## config.mk

```make
export PLATFORM = sky130hd
export DESIGN_NAME = i2c_master_bit_sequencer_unit
export DESIGN_NICKNAME = d
export VERILOG_FILES = /design/src/sv/i2cms_pkg.sv /design/src/sv/i2c_master_bit_sequencer_unit.sv /design/src/sv/i2cms_step.sv
export SDC_FILE = /design/constraint.sdc
export NUM_CORES = 1
export LEC_CHECK = 0
export BUFFER_PORTS_ARGS = -buffer_cell sky130_fd_sc_hd__buf_2
export CAP_MARGIN = 20
export CORE_UTILIZATION = 55
export CTS_BUF_LIST = sky130_fd_sc_hd__clkbuf_4 sky130_fd_sc_hd__clkbuf_8 sky130_fd_sc_hd__clkbuf_16
export DETAILED_ROUTE_END_ITERATION = 10
export GPL_ROUTABILITY_DRIVEN = 1
export PLACE_DENSITY = 0.75
export SLEW_MARGIN = 5
export SYNTH_ARGS = -nofsm -noshare
export SYNTH_HDL_FRONTEND = slang
export SYNTH_HIERARCHICAL = 1
export SYNTH_SLANG_ARGS = --single-unit
```

## constraint.sdc

```tcl
create_clock -name clk_i -period 4.4 [get_ports clk_i]
set_input_delay 0.44 -clock clk_i [delete_from_list [all_inputs] [get_ports clk_i]]
set_output_delay 0.44 -clock clk_i [all_outputs]
set_load 0.005 [all_outputs]
```

## src/sv/i2cms_pkg.sv

```systemverilog
// ----------------------------------------------------------------------------
// i2cms_pkg
// Shared types, codes and constants for the I2C master bit sequencer.
// ----------------------------------------------------------------------------
`default_nettype none

package i2cms_pkg;

  // Command codes carried on the input kind field
  typedef enum logic [2:0] {
    FN_TICK     = 3'd0,
    FN_START    = 3'd1,
    FN_STOP     = 3'd2,
    FN_WRITE    = 3'd3,
    FN_READ     = 3'd4,
    FN_WAIT_ACK = 3'd5,
    FN_RSVD6    = 3'd6,
    FN_RSVD7    = 3'd7
  } func_e;

  // Configuration register indexes
  localparam logic [1:0] CFG_SS_HOLD   = 2'd0;
  localparam logic [1:0] CFG_BIT_HALF  = 2'd1;
  localparam logic [1:0] CFG_ACK_LIMIT = 2'd2;

  localparam logic [7:0] SS_HOLD_RST   = 8'd4;
  localparam logic [7:0] BIT_HALF_RST  = 8'd2;
  localparam logic [7:0] ACK_LIMIT_RST = 8'd250;

  localparam logic [3:0] BITS_PER_BYTE = 4'd8;

  typedef enum logic [3:0] {
    PH_IDLE = 4'd0,
    PH_ST1  = 4'd1,
    PH_ST2  = 4'd2,
    PH_SP1  = 4'd3,
    PH_SP2  = 4'd4,
    PH_WL   = 4'd5,
    PH_WH   = 4'd6,
    PH_WT   = 4'd7,
    PH_RL   = 4'd8,
    PH_RH   = 4'd9,
    PH_AL   = 4'd10,
    PH_AH   = 4'd11,
    PH_K1   = 4'd12,
    PH_K2   = 4'd13,
    PH_KP   = 4'd14
  } phase_e;

  typedef struct packed {
    logic [7:0] ss_hold;
    logic [7:0] bit_half;
    logic [7:0] ack_limit;
  } cfg_t;

  typedef struct packed {
    phase_e     phase;
    logic [7:0] hold;
    logic [3:0] bit_cnt;
    logic [7:0] shift;
    logic [7:0] poll;
    logic       ack_choice;
    logic       scl;
    logic       sda;
    logic       sda_rel;
    logic       timeout;
    logic [7:0] rx;
  } seq_state_t;

  // Result item, lowest field last
  typedef struct packed {
    logic       rejected;
    logic       ack_timeout;
    logic [7:0] rx_byte;
    logic       done;
    logic       busy;
    logic       sda_released;
    logic       sda_level;
    logic       scl_level;
  } result_t;

  // A zero hold counts as one tick
  function automatic logic [7:0] hold_val(input logic [7:0] v);
    hold_val = (v == 8'd0) ? 8'd1 : v;
  endfunction

endpackage

`default_nettype wire

```

## src/sv/i2c_master_bit_sequencer_unit.sv

```systemverilog
// A result item appears in the output register in the cycle after its input item is accepted.
// Throughput: one item per clock while the output is not stalled; the state update is a single registered step.
// An input item is taken whenever the output register is empty or being drained.
// Reset (rst_ni low, asynchronous): sequencer idle, SCL and SDA driven high,
// registers back to hold 4, half period 2, ack poll limit 250; output empty.
// ----------------------------------------------------------------------------
// i2c_master_bit_sequencer_unit
// I2C master line sequencer: commands, per-tick line stepping and results.
// ----------------------------------------------------------------------------
`default_nettype none

module i2c_master_bit_sequencer_unit (
  input  logic        clk_i,
  input  logic        rst_ni,
  // configuration write port
  input  logic        cfg_we_i,
  input  logic [1:0]  cfg_idx_i,
  input  logic [7:0]  cfg_data_i,
  // input items
  input  logic        s_axis_tvalid,
  output logic        s_axis_tready,
  input  logic [15:0] s_axis_tdata,   // [7:0] tx_byte, [8] send_ack, [9] sda_in
  input  logic [2:0]  s_axis_tuser,   // [2:0] func
  // result items
  output logic        m_axis_tvalid,
  input  logic        m_axis_tready,
  output logic [15:0] m_axis_tdata    // [0] scl_level, [1] sda_level, [2] sda_released,
                                      // [3] busy_res, [4] done_res, [12:5] rx_byte,
                                      // [13] ack_timeout, [14] rejected
);
  import i2cms_pkg::*;

  cfg_t       cfg_q;
  seq_state_t st_q, st_d;
  result_t    res_q, res_d;
  logic       vld_q;
  logic       in_acc;

  assign s_axis_tready = !vld_q || m_axis_tready;
  assign in_acc        = s_axis_tvalid && s_axis_tready;

  always_ff @(posedge clk_i or negedge rst_ni) begin
    if (!rst_ni) begin
      cfg_q.ss_hold   <= SS_HOLD_RST;
      cfg_q.bit_half  <= BIT_HALF_RST;
      cfg_q.ack_limit <= ACK_LIMIT_RST;
    end else if (cfg_we_i) begin
      case (cfg_idx_i)
        CFG_SS_HOLD:   cfg_q.ss_hold   <= cfg_data_i;
        CFG_BIT_HALF:  cfg_q.bit_half  <= cfg_data_i;
        CFG_ACK_LIMIT: cfg_q.ack_limit <= cfg_data_i;
        default: ;
      endcase
    end
  end

  i2cms_step u_step (
    .st_i       (st_q),
    .cfg_i      (cfg_q),
    .func_i     (s_axis_tuser),
    .tx_byte_i  (s_axis_tdata[7:0]),
    .send_ack_i (s_axis_tdata[8]),
    .sda_in_i   (s_axis_tdata[9]),
    .st_o       (st_d),
    .res_o      (res_d)
  );

  always_ff @(posedge clk_i or negedge rst_ni) begin
    if (!rst_ni) begin
      st_q.phase      <= PH_IDLE;
      st_q.hold       <= 8'd0;
      st_q.bit_cnt    <= 4'd0;
      st_q.shift      <= 8'd0;
      st_q.poll       <= 8'd0;
      st_q.ack_choice <= 1'b0;
      st_q.scl        <= 1'b1;
      st_q.sda        <= 1'b1;
      st_q.sda_rel    <= 1'b0;
      st_q.timeout    <= 1'b0;
      st_q.rx         <= 8'd0;
      vld_q           <= 1'b0;
    end else begin
      if (in_acc) begin
        st_q  <= st_d;
        vld_q <= 1'b1;
      end else if (m_axis_tready) begin
        vld_q <= 1'b0;
      end
    end
  end

  // result payload, no reset needed
  always_ff @(posedge clk_i) begin
    if (in_acc) begin
      res_q <= res_d;
    end
  end

  assign m_axis_tvalid = vld_q;
  assign m_axis_tdata  = {1'b0, res_q};

  // ---------------------------------------------------------------------------
  // Assertions
  // ---------------------------------------------------------------------------
  a_acc_fills: assert property (@(posedge clk_i) disable iff (!rst_ni)
    in_acc |=> vld_q)
    else $error("accepted item produced no result");

  a_stall_only_full: assert property (@(posedge clk_i) disable iff (!rst_ni)
    !s_axis_tready |-> (vld_q && !m_axis_tready))
    else $error("input stalled while output free");

  a_done_idle: assert property (@(posedge clk_i) disable iff (!rst_ni)
    (vld_q && res_q.done) |-> !res_q.busy && (st_q.phase == PH_IDLE || $past(vld_q)))
    else $error("done result while still busy");

  a_rej_busy: assert property (@(posedge clk_i) disable iff (!rst_ni)
    (in_acc && res_d.rejected) |-> (st_q.phase != PH_IDLE) && res_d.busy)
    else $error("command rejected while idle");

endmodule

`default_nettype wire

```

## src/sv/i2cms_step.sv

```systemverilog
// ----------------------------------------------------------------------------
// i2cms_step
// Next-state and result logic for one item of the bit sequencer.
// ----------------------------------------------------------------------------
`default_nettype none

module i2cms_step (
  input  i2cms_pkg::seq_state_t st_i,
  input  i2cms_pkg::cfg_t       cfg_i,
  input  logic [2:0]            func_i,
  input  logic [7:0]            tx_byte_i,
  input  logic                  send_ack_i,
  input  logic                  sda_in_i,
  output i2cms_pkg::seq_state_t st_o,
  output i2cms_pkg::result_t    res_o
);
  import i2cms_pkg::*;

  seq_state_t nst;
  logic       done;
  logic       rej;
  logic [7:0] hold_dec;
  logic [3:0] bit_inc;
  logic [8:0] poll_inc;

  always_comb begin
    nst      = st_i;
    done     = 1'b0;
    rej      = 1'b0;
    hold_dec = (st_i.hold == 8'd0) ? 8'd0 : st_i.hold - 8'd1;
    bit_inc  = st_i.bit_cnt + 4'd1;
    poll_inc = {1'b0, st_i.poll} + 9'd1;

    case (func_e'(func_i))
      FN_START, FN_STOP, FN_WRITE, FN_READ, FN_WAIT_ACK: begin
        if (st_i.phase != PH_IDLE) begin
          rej = 1'b1;
        end else begin
          nst.timeout = 1'b0;
          nst.bit_cnt = 4'd0;
          case (func_e'(func_i))
            FN_START: begin
              nst.scl = 1'b1; nst.sda = 1'b1; nst.sda_rel = 1'b0;
              nst.phase = PH_ST1; nst.hold = hold_val(cfg_i.ss_hold);
            end
            FN_STOP: begin
              nst.scl = 1'b0; nst.sda = 1'b0; nst.sda_rel = 1'b0;
              nst.phase = PH_SP1; nst.hold = hold_val(cfg_i.ss_hold);
            end
            FN_WRITE: begin
              nst.sda_rel = 1'b0; nst.scl = 1'b0;
              nst.sda = tx_byte_i[7];
              nst.shift = {tx_byte_i[6:0], 1'b0};
              nst.phase = PH_WL; nst.hold = hold_val(cfg_i.bit_half);
            end
            FN_READ: begin
              nst.sda_rel = 1'b1; nst.scl = 1'b0; nst.shift = 8'd0;
              nst.ack_choice = send_ack_i;
              nst.phase = PH_RL; nst.hold = hold_val(cfg_i.bit_half);
            end
            default: begin
              nst.sda_rel = 1'b1; nst.sda = 1'b1; nst.poll = 8'd0;
              nst.phase = PH_K1; nst.hold = 8'd1;
            end
          endcase
        end
      end
      FN_TICK: begin
        if (st_i.phase == PH_KP) begin
          if (!sda_in_i) begin
            nst.scl = 1'b0;
            done    = 1'b1;
          end else if (poll_inc > {1'b0, cfg_i.ack_limit}) begin
            // timeout: run the stop sequence, flag stays until next command
            nst.timeout = 1'b1;
            nst.scl = 1'b0; nst.sda = 1'b0; nst.sda_rel = 1'b0;
            nst.phase = PH_SP1; nst.hold = hold_val(cfg_i.ss_hold);
          end else begin
            nst.poll = poll_inc[7:0];
          end
        end else if (st_i.phase != PH_IDLE) begin
          nst.hold = hold_dec;
          if (hold_dec == 8'd0) begin
            case (st_i.phase)
              PH_ST1: begin
                nst.sda = 1'b0; nst.phase = PH_ST2; nst.hold = hold_val(cfg_i.ss_hold);
              end
              PH_ST2: begin
                nst.scl = 1'b0; done = 1'b1;
              end
              PH_SP1: begin
                nst.scl = 1'b1; nst.sda = 1'b1;
                nst.phase = PH_SP2; nst.hold = hold_val(cfg_i.ss_hold);
              end
              PH_SP2: done = 1'b1;
              PH_WL: begin
                nst.scl = 1'b1; nst.phase = PH_WH; nst.hold = hold_val(cfg_i.bit_half);
              end
              PH_WH: begin
                nst.scl = 1'b0; nst.phase = PH_WT; nst.hold = hold_val(cfg_i.bit_half);
              end
              PH_WT: begin
                nst.bit_cnt = bit_inc;
                if (bit_inc >= BITS_PER_BYTE) begin
                  done = 1'b1;
                end else begin
                  nst.sda   = st_i.shift[7];
                  nst.shift = {st_i.shift[6:0], 1'b0};
                  nst.phase = PH_WL; nst.hold = hold_val(cfg_i.bit_half);
                end
              end
              PH_RL: begin
                nst.scl     = 1'b1;
                nst.shift   = {st_i.shift[6:0], sda_in_i};
                nst.bit_cnt = bit_inc;
                nst.phase   = PH_RH; nst.hold = 8'd1;
              end
              PH_RH: begin
                nst.scl = 1'b0;
                if (st_i.bit_cnt >= BITS_PER_BYTE) begin
                  nst.sda_rel = 1'b0;
                  nst.sda     = ~st_i.ack_choice;
                  nst.phase   = PH_AL;
                end else begin
                  nst.phase = PH_RL;
                end
                nst.hold = hold_val(cfg_i.bit_half);
              end
              PH_AL: begin
                nst.scl = 1'b1; nst.phase = PH_AH; nst.hold = hold_val(cfg_i.bit_half);
              end
              PH_AH: begin
                nst.scl = 1'b0; nst.rx = st_i.shift; done = 1'b1;
              end
              PH_K1: begin
                nst.scl = 1'b1; nst.phase = PH_K2; nst.hold = 8'd1;
              end
              PH_K2: begin
                nst.phase = PH_KP; nst.poll = 8'd0;
              end
              default: done = 1'b1;
            endcase
          end
        end
        if (done) begin
          nst.phase = PH_IDLE;
        end
      end
      default: ;  // unused codes change nothing
    endcase
  end

  assign st_o = nst;

  always_comb begin
    res_o.scl_level    = nst.scl;
    res_o.sda_level    = nst.sda;
    res_o.sda_released = nst.sda_rel;
    res_o.busy         = (nst.phase != PH_IDLE);
    res_o.done         = done;
    res_o.rx_byte      = nst.rx;
    res_o.ack_timeout  = nst.timeout;
    res_o.rejected     = rej;
  end

endmodule

`default_nettype wire

```

=== Word level (Yosys, flattened, before mapping) ===
Cells that the tools add are included.

* Div/mod/pow operators: 0
* Reductions and logical operators: 31
* $add $sub $neg: 3
* Multipliers: 0
* Shift operators: 0
* Muxes and demuxes: 57
* Magnitude comparators: 3
* Eq/ne operators: 34
* Bitwise logic cells: 2

{| class="wikitable"
|+ Operators by type and width
! cell !! number
|-
| 8-bit 2-to-1 mux || 14
|-
| 32-bit 2-to-1 mux || 2
|-
| 32-bit one-hot mux with 2 select lines || 1
|-
| 12-bit 2-to-1 mux || 5
|-
| 12-bit one-hot mux with 4 select lines || 1
|-
| 4-bit one-hot mux with 10 select lines || 1
|-
| 37-bit 2-to-1 mux || 1
|-
| 8-bit zero test || 4
|-
| 8-bit one-hot mux with 4 select lines || 1
|-
| 4-bit equality test (second input constant) || 7
|-
| 12-bit one-hot mux with 2 select lines || 1
|-
| 9-bit AND reduction || 2
|-
| 8-bit one-hot mux with 2 select lines || 1
|-
| 1-bit 2-to-1 mux || 15
|-
| 3-bit != test (second input constant) || 5
|-
| 4-bit by 3-bit equality test with 1-bit output (second input constant) || 3
|-
| 3-bit 2-to-1 mux || 4
|-
| 4-bit OR reduction || 3
|-
| 5-bit OR reduction || 2
|-
| 8-bit by 1-bit adder with 9-bit output (second input constant) || 1
|-
| 9-bit by 8-bit greater-than comparator with 1-bit output || 1
|-
| 3-bit by 1-bit != test with 1-bit output (second input constant) || 3
|-
| 9-bit OR reduction || 1
|-
| 4-bit by 2-bit equality test with 1-bit output (second input constant) || 2
|-
| 32 further kinds || 49
|}

* Bits of input ports: 34
* Bits in latches: 0
* Output and inout bits: 18
* Memories kept: 0
* Register bits: 85
* Memory bits (writable): 0
* Word-level logic and storage cells: 153
* Bits in read-only memories: 0

=== Logic depth before layout (Yosys ltp) ===
Gate-level depths: netlist (run 1).

* Word-level depth: 11
* Mapped depth: 15
* Depth with buffers taken out: 13

=== By module ===
The synthesis (run 1) kept the hierarchy.

{| class="wikitable"
|+ Modules (own cells, without submodules)
! module !! seq. area each (µm²) !! area each (µm²) !! times used !! cells each
|-
| i2c_master_bit_sequencer_unit || 2214.6 || 3109.2 || 1 || 167
|-
| i2cms_step || 0.0 || 2746.4 || 1 || 432
|}

=== Worst setup path before layout (run 1) ===
No wires, ideal clock.

* Path type: flip-flop to flip-flop
* Start point: reg st_q[15] (netlist name)
* End point: reg st_q[19] (netlist name)
* Buffers on the path: 2
* Setup slack: 1.007 ns
* Setup time: 0.065 ns
* Data arrival time: 3.328 ns
* Stages on the path, launching flop included: 16
* Data required time: 4.335 ns
* Clock period less this slack: 3.393 ns
* Cells stage by stage: dfrtp_1 > and3_1 > and3_1 > clkbuf_1 > nand3_1 > xnor2_1 > ha_1 > nand3_1 > nor3_1 > o22ai_1 > or3_1 > clkbuf_1 > a211oi_1 > a41oi_1 > a31oi_1 > mux2_2

{| class="wikitable"
|+ RTL lines
! element !! RTL line !! source
|-
| start: declaration || i2c_master_bit_sequencer_unit.sv:34 || <nowiki>seq_state_t st_q, st_d;</nowiki>
|-
| start signal: assignment || i2c_master_bit_sequencer_unit.sv:84 || <nowiki>st_q <= st_d;</nowiki>
|}

==> summary.txt, run 1 <==
Power and ir drop
  • Seq pwr share: 39.6%
  • Int Power: 1.92 mW
  • Comb pwr share: 41.4%
  • Clock share of power: 19.0%
  • Max VDD drop: 0.374 mV
  • Power Dens Cells: 518 mW/mm^2
  • Sw power: 1.31 mW
  • Leak: 2.68 nW
  • Switching Share: 40.6%

Floorplanning
  • Io pins: 52
  • Starting Density: 56.7%
  • Die height: 105 um
  • Core area: 0.0103 sq mm
  • Floorplan row count: 37
  • DIE WIDTH: 105 um
  • Die area: 0.0111 sq mm

Flow run
  • Max Cap Viol: 0

Yosys
  • Synth Flop Type: dfrtp_1
  • Synth top area cells: dfrtp_1 26%, mux2_2 15%, edfxtp_1 7.7%
  • Post-Syn Area: 0.00586 sq mm
  • Async S/R FF share, synth: 82.4%
  • #FFs+latches synth: 85
  • Syn Nets: 645
  • Count leader, synth: mux2_2
  • Synth Instances: 599
  • Synth warn: 6
  • Area leader, netlist: dfrtp_1
  • Syn_area_per_cell: 9.78 sq um
  • Yosys top cell area share: 25.6%
  • Yosys cell types: 70
  • Post-synth EDFFs: 15
  • Sequential fraction of the synthesis area: 37.8%
  • Synth cell count leaders: 78 x mux2_2, 60 x dfrtp_1, 42 x a21oi_1

Finish
  • Share of the core filled with cells: 60.5%
  • Antenna diodes: 0
  • Post-layout net count: 653
  • Layout cells sized above 1: 28.3%
  • Final instance area: 0.00625 sq mm
  • Syn-to-layout area delta: 6.69%

Critical path
  • CP Buf/Inv Count: 0
  • Crit. End Element: flip-flop
  • Critical Path AT: 3.87 ns
  • Crit path kind: reg2reg
  • Startpoint types: flip-flop
  • Largest fanout on the critical path: 8
  • Cell family with most CP delay: compound AO/OA/AOI/OAI gates
  • Critical path required time: 4.49 ns
  • Worst path slowest cell: o21bai_1
  • Cell mode on critical path: ha_1
  • Critical path's largest stage delay: 0.58 ns
  • Worst-path cell chain: ha_1, and3_1, nand3_1, xnor2_1, ha_1, a21o_1, a21oi_1, o22ai_1, o21bai_1, o21ai_1, a31o_1, or4_1

Min path
  • Min-Delay Path Class: in2async

Timing
  • Max Freq: 265 MHz
  • Post-route clock period utilization: 85.9%
  • Final hold viol count: 0
  • Worst hold margin: 0.143 ns
  • Worst-Margin Slew: 0.997 ns
  • Tmin final: 3.78 ns
  • Final worst slack: 0.621 ns
  • Setup TNS Final: 0 ns
  • Final setup fails: 0
  • Clk_skew: 0.0116 ns
  • Max Slew Vio Count: 0
  • RSZ-0062 raised after global routing: false
  • Slew HR: 33.0%

Global routing
  • First-pass GRT wire length: 23000 um
  • Gr ovfl total: 0
  • GRT Total Usage: 26.2%
  • Vias in the first global route: 4627
  • Initial antenna violation count: 0
  • Largest net degree at the start of global routing: 47

Clocking
  • Longest Clk Path Bufs: 2
  • Clock slew at reported path FFs: 0.08 ns
  • Post-CTS Repair Setup Buffers: 0
  • CTS tree: yes
  • Post-cts gate resize count: 0
  • Clock latency on the worst-skew pair: 0.35 ns
  • Post-CTS Hold Fix Bufs: 0
  • Clk sinks: 85
  • TritonCTS Buffers: 9
  • H-Tree Depth: 3
  • Clk Tree Root Cell: clkbuf_8

Run status
  • Outcome: finished clean

Routing
  • Post-Route WL: 13900 um
  • Routed vias: 4860
  • Number of remaining DRC errors: 0
  • First drt pass iteration count: 5
  • DRT iter0 DRCs: 304
  • WL/cell: 18.6 um
  • Vias per Instance: 6.50
  • Antenna-violating nets left: 0

Placed design
  • Cell Area, Placed: 0.00602 sq mm
  • Detailed Place HPWL: 9670 um
  • GP Congestion: 0.900
  • Port Buf Inserts: 44
  • Pre-CTS setup slack: 0.727 ns
[state kept, by name (all words and copies together), names as in the netlist]
register       flops
st_q              45
cfg_q             24
m_axis_tdata      15
m_axis_tvalid      1
[layout make-up]
type                    count  area (sq um)
multi-input cells         441          3300
clock inverters             5          83.8
repair buffers             49           258
well taps                 136           170
fillers                   890          4080
flip-flops and latches     85          2210
inverters                  21          78.8
clock buffers              11           139
[layout by cell type (no fill, tap or decap), types with 10 or more instances in the layout]
| master | n |
|---|---|
| nand2_1 | 31 |
| nor2_1 | 31 |
| a21oi_1 | 42 |
| nand3_1 | 17 |
| o21ai_0 | 31 |
| buf_2 | 44 |
| dfrtp_1 | 60 |
| dfstp_2 | 10 |
| inv_1 | 21 |
| nor3_1 | 18 |
| a221o_1 | 12 |
| edfxtp_1 | 15 |
| mux2_2 | 78 |
| and2_1 | 11 |
| a22oi_1 | 12 |
| ha_1 | 12 |
[stage by stage]
step / instances / power (mW)
global route: 748 / 3.45
global placement: 732 / 2.55
finish: 748 / 3.23
detailed placement: 732 / 2.58
CTS: 748 / 3.21
floorplan: 599 / 2.28
[layer usage]
metal | share of wire (%) | wire [um] | GRT usage [%]
met3 | 6.0 | 833 | 5.43
met2 | 46 | 6380 | 40.4
met4 | 2.0 | 279 | 10.6
met1 | 46 | 6410 | 35.9
met5 | 0 | 0 | 0
[cells by family after synthesis]
logic type,after synthesis,synth area share [%]
other,1,0.0640
and+or+nand+nor,152,13.9
xor gates and xnor gates,10,1.50
DFF,85,37.8
AOI/OAI and AO/OA,172,20.1
adders and majority gates,12,2.56
muxes,94,17.9
buffers and inverters,73,6.11
[final timing paths]
| kind | startpoint | endpoint | slack [ns] | cells past startpoint |
|---|---|---|---|---|
| hold / removal | rst_ni | st_q[15] | 0.14 | 1 |
| max in group asynchronous | rst_ni | st_q[10] | 3.26 | 2 |
| setup reg to reg | st_q[13] | m_axis_tdata[3] | 0.62 | 12 |
| min in group clk_i | s_axis_tvalid | m_axis_tvalid | 0.32 | 2 |
| hold reg to reg | st_q[6] | st_q[6] | 0.50 | 1 |
| setup / recovery | st_q[13] | m_axis_tdata[3] | 0.62 | 12 |
[power by group through the flow]
stage | sequential [mW] | clock, mW | combinational, mW
2_1_floorplan | 1.10 | 0 | 1.18
3_3_place_gp | 1.28 | 0 | 1.27
3_5_place_dp | 1.29 | 0 | 1.29
4_1_cts | 1.27 | 0.629 | 1.31
5_1_grt | 1.32 | 0.666 | 1.46
6_report | 1.28 | 0.614 | 1.34
[worst register-to-register path: cells and delay by family, from the launching register on]
family                   cells  cell delay (ns)
AND/OR/NAND/NOR              3             0.85
AO/OA/AOI/OAI                6             1.47
XOR/XNOR                     1             0.17
flip-flops                   1             0.46
adder cells (fa/ha/maj)      2             0.57
(Power assumes the default switching activity.)
==> inputs of run 2 (changes only) <==
--- a/config.mk
+++ b/config.mk
@@ -12,7 +12,7 @@
 export DETAILED_ROUTE_END_ITERATION = 10
 export GPL_ROUTABILITY_DRIVEN = 1
 export PLACE_DENSITY = 0.75
-export SLEW_MARGIN = 5
+export RECOVER_POWER = 50
 export SYNTH_ARGS = -nofsm -noshare
 export SYNTH_HDL_FRONTEND = slang
 export SYNTH_HIERARCHICAL = 1
==> summary.txt, run 2 (synthesis gave the netlist of run 1 again) <==
Critical path
  • Crit path kind: reg2reg
  • Critical Path AT: 3.87 ns (about the same)
  • Cell family with most CP delay: compound AO/OA/AOI/OAI gates
  • Flop-to-flop setup slack: 0.63 ns (about the same)
  • Crit. End Element: flip-flop
  • CP Buf/Inv Count: 0 (unchanged)
  • FF-to-FF Start: st_q[13]
  • Critical path required time: 4.49 ns (about the same)
  • Startpoint types: flip-flop
  • R2R depth: 12 (unchanged)
  • R2R Path End: m_axis_tdata[3]
  • Crit path from: st_q[13]
  • Critical path's largest stage delay: 0.60 ns (+0.02 ns)
  • Largest fanout on the critical path: 8 (unchanged)
  • Worst path slowest cell: o21bai_1
  • Cell mode on critical path: ha_1
  • Worst-path cell chain: ha_1, and3_1, nand3_1, xnor2_1, ha_1, a21o_1, a21oi_1, o22ai_1, o21bai_1, o21ai_1, a31o_1, or4_1

Floorplanning
  • Die height: 105 um (unchanged)
  • Core area: 0.0103 sq mm (unchanged)
  • Io pins: 52 (unchanged)
  • Starting Density: 56.7% (unchanged)
  • Floorplan row count: 37 (unchanged)
  • Die area: 0.0111 sq mm (unchanged)
  • DIE WIDTH: 105 um (unchanged)

Routing
  • First drt pass iteration count: 5 (unchanged)
  • WL/cell: 18.6 um (+0.24%)
  • Vias per Instance: 6.50 (about the same)
  • Post-Route WL: 13900 um (+0.24%)
  • Antenna-violating nets left: 0 (unchanged)
  • Routed vias: 4864 (+0.082%)
  • DRT iter0 DRCs: 364 (+20%)
  • Number of remaining DRC errors: 0 (unchanged)

Finish
  • Top reg by flops: st_q
  • Max FFs per register: 45 (unchanged)
  • Most frequent cells in the layout: 77 x mux2_2, 60 x dfrtp_1, 42 x a21oi_1
  • Antenna diodes: 0 (unchanged)
  • Layout cells sized above 1: 26.8% (-1.5 points)
  • Commonest non-fill, non-tap cell in the layout: mux2_2
  • FILL cells: 892 (+0.22%)
  • Final instance area: 0.00621 sq mm (-0.54%)
  • Syn-to-layout area delta: 6.11%
  • Post-layout net count: 653 (unchanged)

Run status
  • Failing checks: max-capacitance violations, max-slew violations
  • Outcome: complete, but fails checks

Placed design
  • GP Congestion: 0.900 (unchanged)
  • Detailed Place HPWL: 9670 um (unchanged)
  • Port Buf Inserts: 44 (unchanged)
  • Cell Area, Placed: 0.00602 sq mm (unchanged)

Min path
  • Hold EP: m_axis_tvalid
  • Hold path startpoint: s_axis_tvalid
  • Hold path depth: 2
  • Min-Delay Path Class: in2reg

Power and ir drop
  • Comb pwr share: 41.4% (about the same)
  • Leak: 2.65 nW (-1.2%)
  • Clock share of power: 19.0% (about the same)
  • Power Dens Cells: 520 mW/mm^2 (+0.46%)
  • Seq pwr share: 39.6% (about the same)
  • Sw power: 1.31 mW (about the same)
  • Switching Share: 40.6% (about the same)
  • Max VDD drop: 0.375 mV (+0.37%)
  • Int Power: 1.92 mW (-0.15%)

Timing
  • Setup TNS Final: 0 ns (unchanged)
  • Post-route clock period utilization: 85.7% (-0.15 points)
  • Final hold viol count: 0 (unchanged)
  • Slew HR: -39.2% (-72 points)
  • RSZ-0062 raised after global routing: false
  • Clk_skew: 0.0108 ns (-0.000754 ns)
  • Tmin final: 3.77 ns (-0.00650 ns)
  • Max Freq: 265 MHz (+0.17%)
  • Worst-Margin Slew: 2.09 ns (+1.09 ns)
  • Max Slew Vio Count: 73 (+73)
  • Final setup fails: 0 (unchanged)

Clocking
  • Clock latency on the worst-skew pair: 0.36 ns (about the same)
  • Clk Tree Root Cell: clkbuf_8
  • Clk sinks: 85 (unchanged)
  • H-Tree Depth: 3 (unchanged)
  • CTS tree: yes
  • Post-CTS Hold Fix Bufs: 0 (unchanged)
  • Clock slew at reported path FFs: 0.09 ns (about the same)
  • Post-cts gate resize count: 0 (unchanged)
  • Post-CTS Repair Setup Buffers: 0 (unchanged)
  • Longest Clk Path Bufs: 2 (unchanged)
  • TritonCTS Buffers: 9 (unchanged)

Flow run
  • Max Cap Viol: 2 (+2)

Global routing
  • Largest net degree at the start of global routing: 47 (unchanged)
  • Initial antenna violation count: 0 (unchanged)
  • First-pass GRT wire length: 23000 um (unchanged)
  • Vias in the first global route: 4627 (unchanged)
  • Gr ovfl total: 0 (unchanged)
  • GRT Total Usage: 26.2% (unchanged)
==> run 2: through the flow <==
step | setup WS, ns | std cells | hold slack (ns) | utilization (%) | power [mW]
floorplan | 1.01 | 599 | 0.144 | - | 2.28
global placement | 0.762 | 732 | 0.480 | 58.4 | 2.55
detailed placement | 0.727 | 732 | 0.486 | 58.4 | 2.58
CTS | 0.707 | 748 | 0.155 | 60.5 | 3.21
global route | 0.355 | 748 | 0.298 | 60.2 | 3.44
finish | 0.627 | 748 | 0.315 | 60.2 | 3.23
==> run 2: area by class of cell <==
type                    count  area [sq um]  share of cell area [%]
multi-input cells         441          3280                    52.7
repair buffers             49           250                    4.03
clock buffers              11           139                    2.24
flip-flops and latches     85          2210                    35.6
inverters                  21          78.8                    1.27
well taps                 136           170                    2.74
clock inverters             5          83.8                    1.35
==> run 2: how the worst max path moves through the flow <==
| stage | to | slack (ns) | cells after the start |
|---|---|---|---|
| after global routing | st_q[42] | 0.36 | 2 |
| after detailed placement | m_axis_tdata[3] | 0.73 | 12 |
| after global placement | m_axis_tdata[3] | 0.76 | 12 |
| after floorplan | st_q[19] | 1.01 | 15 |
| final | m_axis_tdata[3] | 0.63 | 12 |
| after CTS | m_axis_tdata[3] | 0.71 | 12 |
==> run 2: power by group through the flow <==
stage	clock network, mW	registers [mW]	logic [mW]
final	0.615	1.28	1.34
after global routing	0.666	1.32	1.46
after CTS	0.629	1.27	1.31
after detailed placement	0	1.29	1.29
after global placement	0	1.28	1.27
after floorplan	0	1.10	1.18
==> run 2: layer usage <==
metal  GRT usage [%]  vias up  wire length [um]
li1                -     2250                 -
met1            35.9     2366              6370
met2            40.4      219              6360
met3            5.43       29               930
met4            10.6        0               280
met5               0        -                 0
==> inputs of run 3 (changes only) <==
==> constraint.sdc (replaced) <==
create_clock -name clk_i -period 4.4 [get_ports clk_i]
set_input_delay 0.66 -clock clk_i [delete_from_list [all_inputs] [get_ports clk_i]]
set_output_delay 0.66 -clock clk_i [all_outputs]
set_load 0.005 [all_outputs]
==> summary.txt, run 3 (synthesis gave the netlist of run 1 again) <==
Finish
  • Top reg by flops: st_q
  • Antenna diodes: 0 (unchanged)
  • Post-layout net count: 655 (+0.31%)
  • Syn-to-layout area delta: 5.66%
  • Max FFs per register: 45 (unchanged)
  • Layout cells sized above 1: 27.4% (+0.56 points)
  • Commonest non-fill, non-tap cell in the layout: mux2_2
  • Most frequent cells in the layout: 78 x mux2_2, 60 x dfrtp_1, 42 x a21oi_1

Timing
  • Final worst slack: 0.570 ns (-0.0575 ns)
  • Max Freq: 261 MHz (-1.5%)
  • Setup TNS Final: 0 ns (unchanged)
  • RSZ-0062 raised after global routing: false
  • Clk_skew: 0.0144 ns (+0.00358 ns)
  • Post-route clock period utilization: 87.1% (+1.3 points)
  • Worst-Margin Slew: 1.22 ns (-0.870 ns)
  • Slew HR: 18.9% (+58 points)
  • Final hold viol count: 0 (unchanged)
  • Tmin final: 3.83 ns (+0.0575 ns)
  • Max Slew Vio Count: 0 (-100%)
  • Final setup fails: 0 (unchanged)

Routing
  • First drt pass iteration count: 5 (unchanged)
  • Antenna-violating nets left: 0 (unchanged)
  • Routed vias: 4817 (-0.97%)
  • Number of remaining DRC errors: 0 (unchanged)
  • Vias per Instance: 6.42 (-1.2%)
  • DRT iter0 DRCs: 350 (-3.8%)
  • WL/cell: 18.6 um (-0.35%)
  • Post-Route WL: 13900 um (about the same)

Critical path
  • Cell mode on critical path: ha_1
  • Critical path's largest stage delay: 0.64 ns (+0.04 ns)
  • Largest fanout on the critical path: 8 (unchanged)
  • Flop-to-flop setup slack: 0.57 ns (-0.06 ns)
  • R2R Path End: m_axis_tdata[3]
  • R2R depth: 12 (unchanged)
  • Critical Path AT: 3.93 ns (+0.06 ns)
  • Worst path slowest cell: o21bai_1
  • Crit path kind: reg2reg
  • Startpoint types: flip-flop
  • Worst-path cell chain: ha_1, and3_1, nand3_1, xnor2_1, ha_1, a21o_1, a21oi_1, o22ai_1, o21bai_1, o21ai_1, a31o_1, or4_1
  • Critical path required time: 4.50 ns (about the same)
  • FF-to-FF Start: st_q[13]
  • Crit. End Element: flip-flop

Clocking
  • Clk Tree Root Cell: clkbuf_8
  • Clock latency on the worst-skew pair: 0.37 ns (about the same)
  • Clock slew at reported path FFs: 0.10 ns (about the same)
  • H-Tree Depth: 3 (unchanged)
  • Post-CTS Repair Setup Buffers: 0 (unchanged)
  • Longest Clk Path Bufs: 2 (unchanged)
  • CTS tree: yes
  • Clk sinks: 85 (unchanged)
  • Post-cts gate resize count: 0 (unchanged)
  • Post-CTS Hold Fix Bufs: 0 (unchanged)
  • TritonCTS Buffers: 9 (unchanged)

Floorplanning
  • Io pins: 52 (unchanged)
  • Floorplan row count: 37 (unchanged)
  • Starting Density: 56.7% (unchanged)
  • Die height: 105 um (unchanged)
  • Core area: 0.0103 sq mm (unchanged)
  • Die area: 0.0111 sq mm (unchanged)
  • DIE WIDTH: 105 um (unchanged)

Min path
  • Hold EP: st_q[6]
  • Hold path depth: 1 (-1)
  • Min-Delay Path Class: reg2reg
  • Hold path startpoint: st_q[6]

Global routing
  • Grt met3 use: 4.80% (-0.62 points)
  • First-pass GRT wire length: 23000 um (-0.12%)
  • Gr ovfl total: 0 (unchanged)
  • GRT Max-Usage Layer: met2
  • Met1 Resource Use GR: 36.1% (+0.15 points)
  • Initial antenna violation count: 0 (unchanged)
  • Largest net degree at the start of global routing: 50 (+6.4%)
  • Met2 GRT Util: 40.3% (-0.14 points)
  • GRT Total Usage: 26.2% (about the same)
  • Vias in the first global route: 4722 (+2.1%)

Power and ir drop
  • Comb pwr share: 44.2% (+2.8 points)
  • Power Dens Cells: 510 mW/mm^2 (-2.0%)
  • Max VDD drop: 0.263 mV (-30%)
  • Seq pwr share: 38.7% (-0.9 points)
  • Int Power: 1.83 mW (-4.8%)
  • Switching Share: 42.1% (+1.5 points)
  • Leak: 2.64 nW (-0.16%)
  • Clock share of power: 17.2% (-1.8 points)
  • Sw power: 1.33 mW (+1.1%)

Flow run
  • Max Cap Viol: 0 (-2)

Placed design
  • Detailed Place HPWL: 9660 um (-0.13%)
  • Pre-CTS setup slack: 0.666 ns (-0.0614 ns)
  • GP Congestion: 0.944 (+4.8%)
  • Port Buf Inserts: 44 (unchanged)

Run status
  • Outcome: finished clean
run 3: per-stage QoR:
stage | area, sq um | hold WS, ns | utilization, % | power (mW) | instances
after CTS | 6220 | 0.278 | 60.2 | 3.13 | 750
after detailed placement | 6030 | 0.489 | 58.4 | 2.58 | 734
after global routing | 6190 | 0.520 | 59.9 | 3.35 | 750
final | 6190 | 0.508 | 59.9 | 3.15 | 750
after floorplan | 5860 | 0.364 | - | 2.28 | 599
after global placement | 6030 | 0.480 | 58.4 | 2.55 | 734
run 3: worst max path at each step:
stage	slack (ns)	depth (start not counted)	from	to
after floorplan	1.01	15	st_q[15]	st_q[19]
after global placement	0.72	12	st_q[13]	m_axis_tdata[3]
after detailed placement	0.67	12	st_q[13]	m_axis_tdata[3]
after CTS	0.64	12	st_q[13]	m_axis_tdata[3]
after global routing	0.26	12	st_q[13]	m_axis_tdata[3]
final	0.57	12	st_q[13]	m_axis_tdata[3]
run 3: final cells by class:
cell class | instances | area (sq um)
repair buffers | 51 | 267
multi-input cells | 441 | 3270
flip-flops and latches | 85 | 2210
clock inverters | 5 | 43.8
fillers | 897 | 4140
inverters | 21 | 78.8
clock buffers | 11 | 145
well taps | 136 | 170
run 3: power by group through the flow:
| stage | logic [mW] | clock network, mW | registers [mW] |
|---|---|---|---|
| 4_1_cts | 1.36 | 0.550 | 1.21 |
| 5_1_grt | 1.52 | 0.582 | 1.25 |
| 6_report | 1.39 | 0.541 | 1.22 |
| 2_1_floorplan | 1.18 | 0 | 1.10 |
| 3_5_place_dp | 1.35 | 0 | 1.23 |
| 3_3_place_gp | 1.33 | 0 | 1.22 |
run 3: layer usage:
layer | share of wire [%] | wire length, um | vias up
li1 | - | - | 2259
met1 | 45 | 6270 | 2321
met2 | 46 | 6370 | 205
met3 | 7.0 | 969 | 32
met4 | 2.3 | 324 | 0
met5 | 0 | 0 | -
run 3: critical path, delay by kind of cell, from the launching register on:
kind,cells,cell delay [ns]
xor gates and xnor gates,1,0.17
DFF,1,0.47
adders and majority gates,2,0.59
AOI/OAI and AO/OA,6,1.51
and+or+nand+nor,3,0.83
